`src/design/pfs_pkg.sv`:
```
`default_nettype none
// ----------------------------------------------------------------------------
// pfs_pkg
// Shared types and constants of the packed field store.
// ----------------------------------------------------------------------------
package pfs_pkg;

  localparam int STORE_BYTES_DEF      = 4096;
  localparam int MAX_ELEMENT_BITS_DEF = 32;

  localparam int NUM_BANKS = 8;   // one bank per byte lane of the 64-bit window
  localparam int IDX_W     = 15;  // element index width
  localparam int EBITS_W   = 6;   // element width register
  localparam int FB_W      = IDX_W + EBITS_W;  // first bit position
  localparam int EB_W      = FB_W + 1;         // exclusive end bit position
  localparam int LB_W      = EB_W - 3;         // byte position
  localparam int WIN_W     = 64;
  localparam int VAL_W     = 32;

  localparam logic [7:0] BYTE_MASK = 8'hFF;

  localparam logic MODE_READ  = 1'b0;
  localparam logic MODE_WRITE = 1'b1;

  typedef struct packed {
    logic             mode;
    logic [IDX_W-1:0] element_index;
    logic [VAL_W-1:0] wr_data;
  } in_item_t;

  typedef struct packed {
    logic [VAL_W-1:0] read_value;
    logic             out_of_range;
  } out_item_t;

  // Controller to datapath.
  typedef struct packed {
    logic clear_en;   // write one zero row into every bank
    logic load_item;  // capture the accepted word and its first bit
    logic rd_en;      // read the window rows
    logic finish;     // merge, write back and load the result register
  } ctrl_cmd_t;

  // Datapath to controller.
  typedef struct packed {
    logic clear_last;
    logic slot_free;
  } dp_stat_t;

endpackage
`default_nettype wire

```
`src/design/pfs_ctrl.sv`:
```
`default_nettype none
// ----------------------------------------------------------------------------
// pfs_ctrl
// Sequencer of the packed field store: clearing pass, then address and
// read/merge phases for each word.
// ----------------------------------------------------------------------------
module pfs_ctrl (
  input  wire logic              clk_i,
  input  wire logic              rst_ni,
  input  wire logic              in_valid_i,
  output logic                   in_ready_o,
  input  wire pfs_pkg::dp_stat_t stat_i,
  output pfs_pkg::ctrl_cmd_t     cmd_o
);
  import pfs_pkg::*;

  localparam logic [1:0] S_CLEAR = 2'd0;
  localparam logic [1:0] S_IDLE  = 2'd1;
  localparam logic [1:0] S_ADDR  = 2'd2;
  localparam logic [1:0] S_RD    = 2'd3;

  logic [1:0] state_q, state_d;

  always_comb begin
    state_d        = state_q;
    in_ready_o     = 1'b0;
    cmd_o          = '0;
    case (state_q)
      S_CLEAR: begin
        cmd_o.clear_en = 1'b1;
        if (stat_i.clear_last) begin
          state_d = S_IDLE;
        end
      end
      S_IDLE: begin
        in_ready_o = 1'b1;
        if (in_valid_i) begin
          state_d = S_ADDR;
        end
      end
      S_ADDR: begin
        cmd_o.rd_en = 1'b1;
        state_d     = S_RD;
      end
      S_RD: begin
        // The read data holds until the result register has room.
        if (stat_i.slot_free) begin
          cmd_o.finish = 1'b1;
          in_ready_o   = 1'b1;
          state_d      = in_valid_i ? S_ADDR : S_IDLE;
        end
      end
      default: begin
        state_d = S_IDLE;
      end
    endcase
    cmd_o.load_item = in_valid_i && in_ready_o;
  end

  always_ff @(posedge clk_i or negedge rst_ni) begin
    if (!rst_ni) begin
      state_q <= S_CLEAR;
    end else begin
      state_q <= state_d;
    end
  end

  a_no_accept_in_clear: assert property (@(posedge clk_i) disable iff (!rst_ni)
    (state_q == S_CLEAR) |-> !in_ready_o)
    else $error("word accepted during the clearing pass");

  a_load_then_addr: assert property (@(posedge clk_i) disable iff (!rst_ni)
    cmd_o.load_item |=> (state_q == S_ADDR))
    else $error("accepted word did not enter the address phase");

  a_addr_then_rd: assert property (@(posedge clk_i) disable iff (!rst_ni)
    (state_q == S_ADDR) |=> (state_q == S_RD))
    else $error("address phase not followed by read phase");

endmodule
`default_nettype wire

```
`config.mk`:
```
export PLATFORM = sky130hd
export DESIGN_NAME = pfs_ctrl
export DESIGN_NICKNAME = d
export VERILOG_FILES = /design/src/design/pfs_pkg.sv /design/src/design/pfs_ctrl.sv
export SDC_FILE = /design/constraint.sdc
export NUM_CORES = 1
export LEC_CHECK = 0
export CORE_AREA = 2 2 39 41
export CTS_BUF_LIST = sky130_fd_sc_hd__clkbuf_8
export CTS_CLUSTER_DIAMETER = 30
export CTS_CLUSTER_SIZE = 30
export DETAILED_ROUTE_END_ITERATION = 7
export DIE_AREA = 0 0 41 43
export DONT_BUFFER_PORTS = 1
export GPL_ROUTABILITY_DRIVEN = 0
export GPL_TIMING_DRIVEN = 0
export PLACE_DENSITY = 0.3
export SLEW_MARGIN = 20
export SYNTH_ARGS = -nofsm -noshare
export SYNTH_HDL_FRONTEND = slang
export SYNTH_SLANG_ARGS = --single-unit
```
`constraint.sdc`:
```
create_clock -name clk_i -period 0.95 [get_ports clk_i]
set_input_delay 0.095 -clock clk_i [delete_from_list [all_inputs] [get_ports clk_i]]
set_output_delay 0.095 -clock clk_i [all_outputs]
set_load 0.05 [all_outputs]
```
* Word level (Yosys, flattened, before mapping)
Index checks and enable logic that the tools add are counted.
** Word-level totals
- Bits in registers :: 2
- Bits in latches :: 0
- Memory bits (writable) :: 0
- Bits in read-only memories :: 0
- Word-level logic and storage cells :: 20
- Memories :: 0
** Operators by class
- Add/subtract/negate cells :: 0
- Multiply operators :: 0
- Divide/modulo/power cells :: 0
- Order comparisons :: 0
- Eq/ne operators :: 6
- Shift operators :: 0
- Muxes and demuxes :: 10
- Bitwise operators :: 0
- Reduce and logical (&&, ||, !) cells :: 3
** Operators with widths (number)
- 2-bit two-way mux :: 4
- 2-bit case mux with 4 select lines :: 1
- 2-bit != test (second input constant) :: 3
- 2-bit equality test (second input constant) :: 2
- 1-bit two-way mux :: 4
- 3-bit AND reduction :: 1
- 2-bit by 1-bit equality test with 1-bit output (second input constant) :: 1
- 2-bit logical NOT :: 1
- 1-bit case mux with 2 select lines :: 1
- 1-bit logical AND :: 1

* Longest topological paths before layout
Gate-level depths: netlist of the first run.
- Depth in word-level cells :: 3
- Mapped depth :: 3
- Depth with buffers taken out :: 3

* Worst setup path after synthesis of the first run
Ideal clock, no wire load.
- Kind :: register -> output
- From :: reg state_q[0]
- To :: out in_ready_o
- Arrival :: 1.558 ns
- Required time :: 0.855 ns
- Setup slack :: -0.703 ns
- Cell stages (with the launch flop) :: 2
- Buffers on the path :: 0
- Cell sequence :: dfrtp_1 -> a21boi_0
** Between the ends
- Cells in the longest elaborated chain, start to end :: 2
- Elaborated cells on any way between the ends :: 3
** Ends and longest elaborated chain
- start, declared :: line pfs_ctrl.sv:22 : logic [1:0] state_q, state_d;
- start signal, assigned :: line pfs_ctrl.sv:64 : state_q <= state_d;
- 2-bit equality test / 2-bit by 1-bit equality test with 1-bit output (equally long branches) :: line pfs_ctrl.sv:28 : case (state_q)
- 1-bit case mux with 2 select lines (*) :: line pfs_ctrl.sv:28
- end, declared :: line pfs_ctrl.sv:11 : output logic in_ready_o,
Every way passes the cells marked *; elsewhere a longest branch is shown, timed or not.

==> results of run 1 <==
[cell type report]
type                    count  area (um2)  area share
inverters                   2       7.507     0.02857
repair buffers              4       38.79      0.1476
well taps                  16       20.02     0.07619
flip-flops and latches      2       52.55      0.2000
clock buffers               3       41.29      0.1571
multi-input cells          10       102.6      0.3905
[timing repair]
action | CTS | global route
pin swaps | 1 | 1
setup buffers | 2 | 0
resized for setup | 6 | 4
hold endpoints to repair | 2 | 1
hold buffers | 1 | 1
endpoints found under the setup margin | 5 | 7
[worst reg2reg max path, cell delays in order (launching register included)]
cell and delay (ns):
dfrtp_2 0.45, buf_4 0.16, and2_4 0.13, a22oi_2 0.17
[cell families after synthesis]
| kind of cell | count (synthesis) | share of synthesized area |
|---|---|---|
| AO/OA/AOI/OAI | 5 | 0.2609 |
| AND/OR/NAND/NOR | 5 | 0.2392 |
| buffers and inverters | 2 | 0.06524 |
| flip-flops | 2 | 0.4348 |
[layer usage]
metal | track usage | vias to the layer above | wire length [um]
met5 | 0 | - | 0
met3 | 0.06806 | 2 | 76
li1 | - | 61 | -
met1 | 0.05145 | 70 | 155
met4 | 0.08000 | 0 | 17
met2 | 0.06875 | 12 | 158
[Yosys cell counts]
cell and count:
o21ai_0 2, a21boi_0 1, and2_4 1, inv_1 2, nor2_1 2, a21oi_1 1
dfrtp_1 2, a22oi_1 1, nand2_1 1, and3_2 1
[stage by stage]
stage | instance area, um2 | hold slack, ns | TNS [ns] | util
floorplan | 137.6 | -0.2006 | -0.2494 | -
global placement | 157.7 | -0.2005 | -0.3770 | 0.1139
detailed placement | 157.7 | -0.2005 | -0.4628 | 0.1139
CTS | 244.0 | 0.0004978 | -1.047 | 0.1763
global route | 262.8 | 0.1043 | -1.302 | 0.1899
finish | 262.8 | 0.06587 | -1.051 | 0.1899
[worst max path at each step]
stage	endpoint	slack, ns
floorplan	cmd_o[1]	-0.11
global placement	cmd_o[1]	-0.16
detailed placement	cmd_o[1]	-0.17
CTS	cmd_o[3]	-0.22
global route	cmd_o[2]	-0.26
finish	cmd_o[3]	-0.22
[placed cells by master, fill, tap and decap left out]
| cell type | netlist | routed |
|---|---|---|
| a22oi_2 | 0 | 1 |
| nand2_2 | 0 | 1 |
| nor2_4 | 0 | 2 |
| clkbuf_8 | 0 | 3 |
| a21boi_4 | 0 | 1 |
| and3_2 | 1 | 1 |
| a21oi_4 | 0 | 1 |
| buf_6 | 0 | 1 |
| inv_1 | 2 | 1 |
| inv_2 | 0 | 1 |
| buf_4 | 0 | 1 |
| and2_4 | 1 | 1 |
| dfrtp_2 | 0 | 2 |
| dlygate4sd3_1 | 0 | 2 |
| o21ai_1 | 0 | 2 |
[power by group]
part / leakage (nW) / total [mW] / switching, mW / internal, mW
clock: 0.0216 / 0.334 / 0.0662 / 0.268
combinational: 0.0646 / 0.390 / 0.264 / 0.125
sequential: 0.0202 / 0.180 / 0.0646 / 0.115
==> flow_summary.toml, run 1 <==
[grt]
grt_overflow = 0
grt_max_degree = 7
grt_util_all_layers = 0.06325
grt_pass1_wl_um = 641
antenna_found_initial = 0
grt_pass1_vias = 164

[pwr]
p_total_mw = 0.9037
max-vdd-ir-drop_mv = 0.5248
powerDensity_nw_per_um2 = 3439
p_leak_nw = 0.1063

[cells_and_area]
final-instance-count-excl-fill = 37
area_growth_pct = 128.3
nets = 28
largestRegisters = "state_q: 2 flops"
largest_reg_flops = 2
fill_cells = 152
regMostFlops = "state_q"
diodes = 0
drive_gt1_frac = 0.7619

[drt]
wirelength_um = 406
vias_per_cell = 3.919
route.detailed.drc = 0
drtAntennaViolNets = 0
first_iter_violations = 4
vias = 145
wl_per_cell_um = 10.97
drt_first_pass_iters = 2

[setup_path]
setup.worst_path.class = "reg2out"
crit_chain = "buf_6, nor2_4"
crit_arrival_ns = 1.08
r2r_start = "state_q[0]$_DFFE_PN0P_"
critical_path_depth = 2
crit_buf_inv = 1
worst-endpoint-required_ns = 0.85
cp-end-kind = "output pin"
cp-start-kind = "register"
cp_max_fo = 6
slowest_delay_ns = 0.45
critPathLaunch = "state_q[0]$_DFFE_PN0P_"
path_delay_family = "flip-flops"
reg2reg_slack_ns = -0.04
crit_slowest_cell = "dfrtp_2"
rr_worst_depth = 3
r2r-end = "state_q[0]$_DFFE_PN0P_"

[clock_tree]
cts_buffers = 3
cts_root_buf = "clkbuf_8"
clkLatencyLatePin_ns = 0.21
htree_levels = 1
cts.sinks = 2
cts_tree = "yes"
ctsLongestPathBuffers = 2
clk_pin_slew_ns = 0.03

[synthesis]
ys_seq_area_frac = 0.4348
yosys_warnings = 0
synth_cells = 14
synth_area_leaders = "dfrtp_1 43%, o21ai_0 8.7%, and2_4 7.6%, a21boi_0 6.5%, a22oi_1 6.5%"
netlist.area_leader.share = 0.4348
yosys.cell_types.count = 10
synth.cell_area_um2 = 115.1
avgSynthCellArea_um2 = 8.222
ys_seq_elements = 2
syn_nets = 19
synth_largest_area_cell = "dfrtp_1"

[sta]
worstMarginPinSlew_ns = 0.3841
setup_ws_ns = -0.2233
relSlewSlack = 0.7434
report.final.slew_viol_count = 0
setup_viol = 6
hold_viol_final = 0
fmax_ghz = 0.8523
skew_ns = 0.003289
finalCritPeriodShare = 1.235
fin_crit_ns = 1.173
rsz0062_at_grt = "yes"

[floorplan]
fp-row-count = 14
io-pin-count = 10
initial_core_util = 0.08318
fp.dieW_um = 41
die_h_um = 43
dieArea_um2 = 1763
core-area_um2 = 1384

[min_path]
min_to = "state_q[1]$_DFFE_PN0P_"
hp-start = "in_valid_i"
whs_path_depth = 2
hold_class = "in2reg"

[run_status]
failed_checks = "setup timing"
outcome = "complete, but fails checks"

[placement]
dpl.hpwl_um = 271.1
dpl_worst_slack_ns = -0.1729
dp.cells = 30
io_buffers = 0

[run]
drv_cap = 0
Power figures use the tool's default switching activity.
==> inputs of run 2 (changes only) <==
- PLACE_DENSITY: 0.3 -> 0.32
- clock period: 0.95 -> 1.1 ns (I/O delays scaled with it)
==> flow_summary.toml, run 2 (synthesized netlist as in run 1, its figures left out) <==
[run_status]
outcome = "complete, but fails checks"
failed_checks = "setup timing"

[grt]
grt_pass1_vias = 167
grt_pass1_wl_um = 717
grt_util_all_layers = 0.06627
grt_overflow = 0
grt_max_degree = 7
antenna_found_initial = 0

[drt]
drt_first_pass_iters = 1
route.detailed.drc = 0
vias = 139
wirelength_um = 433
wl_per_cell_um = 12.03
vias_per_cell = 3.861
drtAntennaViolNets = 0
first_iter_violations = 0

[clock_tree]
clkLatencyLatePin_ns = 0.21
ctsLongestPathBuffers = 2
htree_levels = 1
cts_root_buf = "clkbuf_8"
cts_buffers = 3
cts.sinks = 2
cts_tree = "yes"
clk_pin_slew_ns = 0.03

[floorplan]
fp-row-count = 14
fp.dieW_um = 41
dieArea_um2 = 1763
core-area_um2 = 1384
initial_core_util = 0.08318
die_h_um = 43
io-pin-count = 10

[min_path]
hold_class = "in2reg"

[sta]
hold_viol_final = 0
fin_crit_ns = 1.182
fmax_ghz = 0.8458
finalCritPeriodShare = 1.075
rsz0062_at_grt = "yes"
setup_viol = 5
skew_ns = 0.001848
relSlewSlack = 0.7340
fin_tns_setup_ns = -0.3735
setup_ws_ns = -0.08226
report.final.slew_viol_count = 0
worstMarginPinSlew_ns = 0.3980

[setup_path]
cp-end-kind = "output pin"
cp-start-kind = "register"
r2r-end = "state_q[0]$_DFFE_PN0P_"
reg2reg_slack_ns = 0.12
cp_max_fo = 6
rr_worst_depth = 3
r2r_start = "state_q[0]$_DFFE_PN0P_"
crit_arrival_ns = 1.07
critPathLaunch = "state_q[0]$_DFFE_PN0P_"
worst-endpoint-required_ns = 0.99
cp-endpoint = "cmd_o[1]"
setup.worst_path.class = "reg2out"

[cells_and_area]
final_common_cell = "clkbuf_8"
largestRegisters = "state_q: 2 flops"
fill_cells = 157
multi_input_area_um2 = 102.6
nets = 27
drive_gt1_frac = 0.7500
final_cell_mix = "3 x clkbuf_8, 2 x nor2_4, 2 x o21ai_0, 2 x buf_6, 2 x dfrtp_2"
area_growth_pct = 122.8
diodes = 0
regMostFlops = "state_q"
largest_reg_flops = 2
ff_latch_area_um2 = 52.55

[placement]
io_buffers = 0

[run]
drv_cap = 0

[pwr]
p_total_mw = 0.7860
max-vdd-ir-drop_mv = 0.8100
p_leak_nw = 0.1071
powerDensity_nw_per_um2 = 3064
[run 2: cell types whose count changed in the layout (fill, tap and decap cells not counted), sizes merged]
cell and change:
dlygate4sd3 -1
[run 2: worst max-delay path, cell delays in order (launching register included)]
cell     delay (ns)
dfrtp_2        0.45
buf_6          0.14
nor2_4         0.26
[run 2: cell type report]
class | count | area share
Sequential cell | 2 | 0.2049
Clock buffer | 3 | 0.1610
Inverter | 2 | 0.02927
Tap cell | 16 | 0.07805
Multi-Input combinational cell | 10 | 0.4000
Timing Repair Buffer | 3 | 0.1268
[run 2: report_power, final]
part           internal, mW  total, mW  switching [mW]  leakage (nW)
clock network         0.231      0.290          0.0587        0.0216
registers            0.0994      0.158          0.0584        0.0202
logic                 0.108      0.338           0.230        0.0653
total                 0.439      0.786           0.347         0.107
[run 2: per-layer routing]
metal / vias up / wire, um / track usage
met5: - / 0 / 0
met1: 65 / 175 / 0.08039
met2: 12 / 156 / 0.06875
met4: 0 / 14 / 0.08000
li1: 60 / - / -
met3: 2 / 86 / 0.03665
[run 2: worst min path at each step]
stage / startpoint / end / slack [ns] / cells after the start
2_1_floorplan: rst_ni / state_q[0]$_DFFE_PN0P_ / -0.19 / 0
4_1_cts: in_valid_i / state_q[0]$_DFFE_PN0P_ / 0.006 / 1
5_1_grt: in_valid_i / state_q[0]$_DFFE_PN0P_ / 0.02 / 1
3_3_place_gp: rst_ni / state_q[0]$_DFFE_PN0P_ / -0.19 / 0
3_5_place_dp: rst_ni / state_q[1]$_DFFE_PN0P_ / -0.19 / 0
6_report: in_valid_i / state_q[0]$_DFFE_PN0P_ / 0.01 / 1
[run 2: what timing repair did]
item / 4_1_cts / 5_1_grt
hold buffers: 1 / 0
endpoints found under the setup margin: 5 / 5
endpoints found under the hold margin: 2 / 0
pin swaps: 1 / 1
cloned: 0 / 0
gates resized for setup: 11 / 3
setup buffers: 2 / 0
[run 2: stage by stage]
stage / worst slack (ns) / utilization / instance area [um2] / hold WS, ns / cells
final: -0.08226 / 0.1854 / 256.5 / 0.01179 / 36
after global routing: -0.1064 / 0.1854 / 256.5 / 0.02292 / 36
after CTS: -0.08338 / 0.1790 / 247.7 / 0.005808 / 36
after detailed placement: -0.3001 / 0.1004 / 138.9 / -0.1855 / 30
after global placement: -0.2708 / 0.1004 / 138.9 / -0.1855 / 30
after floorplan: -0.2055 / - / 118.9 / -0.1856 / 14
==> inputs of run 3 (changes only) <==
--- a/config.mk
+++ b/config.mk
@@ -6,10 +6,10 @@
 export NUM_CORES = 1
 export LEC_CHECK = 0
-export CORE_AREA = 2 2 39 41
+export CORE_AREA = 5 5 42 44
 export CTS_BUF_LIST = sky130_fd_sc_hd__clkbuf_8
 export CTS_CLUSTER_DIAMETER = 30
-export CTS_CLUSTER_SIZE = 30
+export CTS_CLUSTER_SIZE = 16
 export DETAILED_ROUTE_END_ITERATION = 7
-export DIE_AREA = 0 0 41 43
+export DIE_AREA = 0 0 47 49
 export DONT_BUFFER_PORTS = 1
 export GPL_ROUTABILITY_DRIVEN = 0
==> constraint.sdc (replaced) <==
create_clock -name clk_i -period 1.1 [get_ports clk_i]
set_input_delay 0.055 -clock clk_i [delete_from_list [all_inputs] [get_ports clk_i]]
set_output_delay 0.055 -clock clk_i [all_outputs]
set_load 0.05 [all_outputs]
==> flow_summary.toml, run 3 (synthesized netlist as in run 1, its figures left out) <==
[floorplan]
initial_core_util = 0.08214
fp.dieW_um = 47
dieArea_um2 = 2303
fp-row-count = 14
core-area_um2 = 1401
die_h_um = 49
io-pin-count = 10

[grt]
grt_util_all_layers = 0.05211
grt_overflow = 0
use_met3 = 0.06273
grt_pass1_vias = 169
use_met2 = 0.05204
antenna_found_initial = 0
top_usage_layer = "met3"
use_met1 = 0.04835
grt_max_degree = 7
grt_pass1_wl_um = 752

[clock_tree]
cts_tree = "yes"
cts_root_buf = "clkbuf_8"
cts.sinks = 2
clkLatencyLatePin_ns = 0.21
clk_pin_slew_ns = 0.03
ctsLongestPathBuffers = 2
htree_levels = 1
cts_buffers = 3

[setup_path]
cp-end-kind = "output pin"
reg2reg_slack_ns = 0.10
cp_max_fo = 6
crit_arrival_ns = 1.09
setup.worst_path.class = "reg2out"
cp-start-kind = "register"
worst-endpoint-required_ns = 1.04

[pwr]
p_leak_nw = 0.1052
powerDensity_nw_per_um2 = 2980
max-vdd-ir-drop_mv = 0.3805

[sta]
worstMarginPinSlew_ns = 0.4040
whs_ns = -0.006954
finalCritPeriodShare = 1.044
rsz0062_at_grt = "yes"
setup_viol = 3
skew_ns = 0.001386
fin_tns_setup_ns = -0.1126
report.final.slew_viol_count = 0
fmax_ghz = 0.8709
hold_viol_final = 1
setup_ws_ns = -0.04821
fin_crit_ns = 1.148
relSlewSlack = 0.7300

[placement]
place_area_um2 = 138.9
dpl_worst_slack_ns = -0.2375
dp.cells = 30
io_buffers = 0

[drt]
drt_first_pass_iters = 1
route.detailed.drc = 0
wl_per_cell_um = 13.33
first_iter_violations = 0
vias = 130
vias_per_cell = 3.611
drtAntennaViolNets = 0
wirelength_um = 480

[cells_and_area]
largestRegisters = "state_q: 2 flops"
largest_reg_flops = 2
area_growth_pct = 121.7
regMostFlops = "state_q"
final_area_um2 = 255.2
diodes = 0
fill_cells = 162
final_cell_mix = "3 x clkbuf_8, 2 x nor2_4, 2 x o21ai_0, 2 x dlygate4sd3_1, 2 x dfrtp_2"
nets = 27
final-instance-count-excl-fill = 36
final_common_cell = "clkbuf_8"
drive_gt1_frac = 0.7000

[run]
drv_cap = 0

[run_status]
outcome = "complete, but fails checks"
failed_checks = "hold timing, setup timing"

[min_path]
hold_class = "in2reg"
[run 3: cell count changes in the layout (fill, tap and decap cells not counted), sizes merged]
cell         change
buf              -1
dlygate4sd3      +1
[run 3: path summary, 6_finish.rpt]
| check | from | endpoint | depth (start not counted) |
|---|---|---|---|
| worst max-delay path | state_q[0]$_DFFE_PN0P_ | cmd_o[1] | 2 |
| worst min-delay path | in_valid_i | state_q[1]$_DFFE_PN0P_ | 2 |
| worst max register to register | state_q[0]$_DFFE_PN0P_ | state_q[0]$_DFFE_PN0P_ | 3 |
| worst min register to register | state_q[0]$_DFFE_PN0P_ | state_q[1]$_DFFE_PN0P_ | 2 |
| max in group asynchronous | rst_ni | state_q[0]$_DFFE_PN0P_ | 1 |
| min in group asynchronous | rst_ni | state_q[1]$_DFFE_PN0P_ | 1 |
[run 3: cell type report]
type | count | area [um2] | share of cell area
multi-input cells | 10 | 102.6 | 0.4020
repair buffers | 3 | 31.28 | 0.1225
flip-flops and latches | 2 | 52.55 | 0.2059
clock buffers | 3 | 41.29 | 0.1618
well taps | 16 | 20.02 | 0.07843
inverters | 2 | 7.507 | 0.02941
[run 3: report_power, final]
| group | internal (mW) | switching, mW | leakage (nW) |
|---|---|---|---|
| registers | 0.0995 | 0.0598 | 0.0202 |
| logic | 0.0929 | 0.224 | 0.0635 |
| clock network | 0.231 | 0.0537 | 0.0216 |
[run 3: per-stage QoR]
stage / util / power [mW]
2_1_floorplan: - / 0.3416
3_3_place_gp: 0.09911 / 0.3593
3_5_place_dp: 0.09911 / 0.3644
4_1_cts: 0.1786 / 0.7625
5_1_grt: 0.1821 / 0.8066
6_report: 0.1821 / 0.7605
[run 3: what timing repair did]
| action | CTS | global route |
|---|---|---|
| pin swaps | 1 | 1 |
| hold endpoints to repair | 3 | 0 |
| resized for setup | 11 | 2 |
| gates cloned | 0 | 0 |
| setup buffers | 1 | 0 |
| setup endpoints to repair | 4 | 4 |
| hold buffers | 2 | 0 |
[run 3: critical path: stages, from the launching register on]
cell	delay [ns]
dfrtp_2	0.46
buf_6	0.15
nor2_4	0.27
[run 3: layer usage]
metal	share of wire	wire [um]	vias up
li1	-	-	60
met1	0.36	172	60
met2	0.39	185	10
met3	0.25	122	0
met4	0	0	0
met5	0	0	-
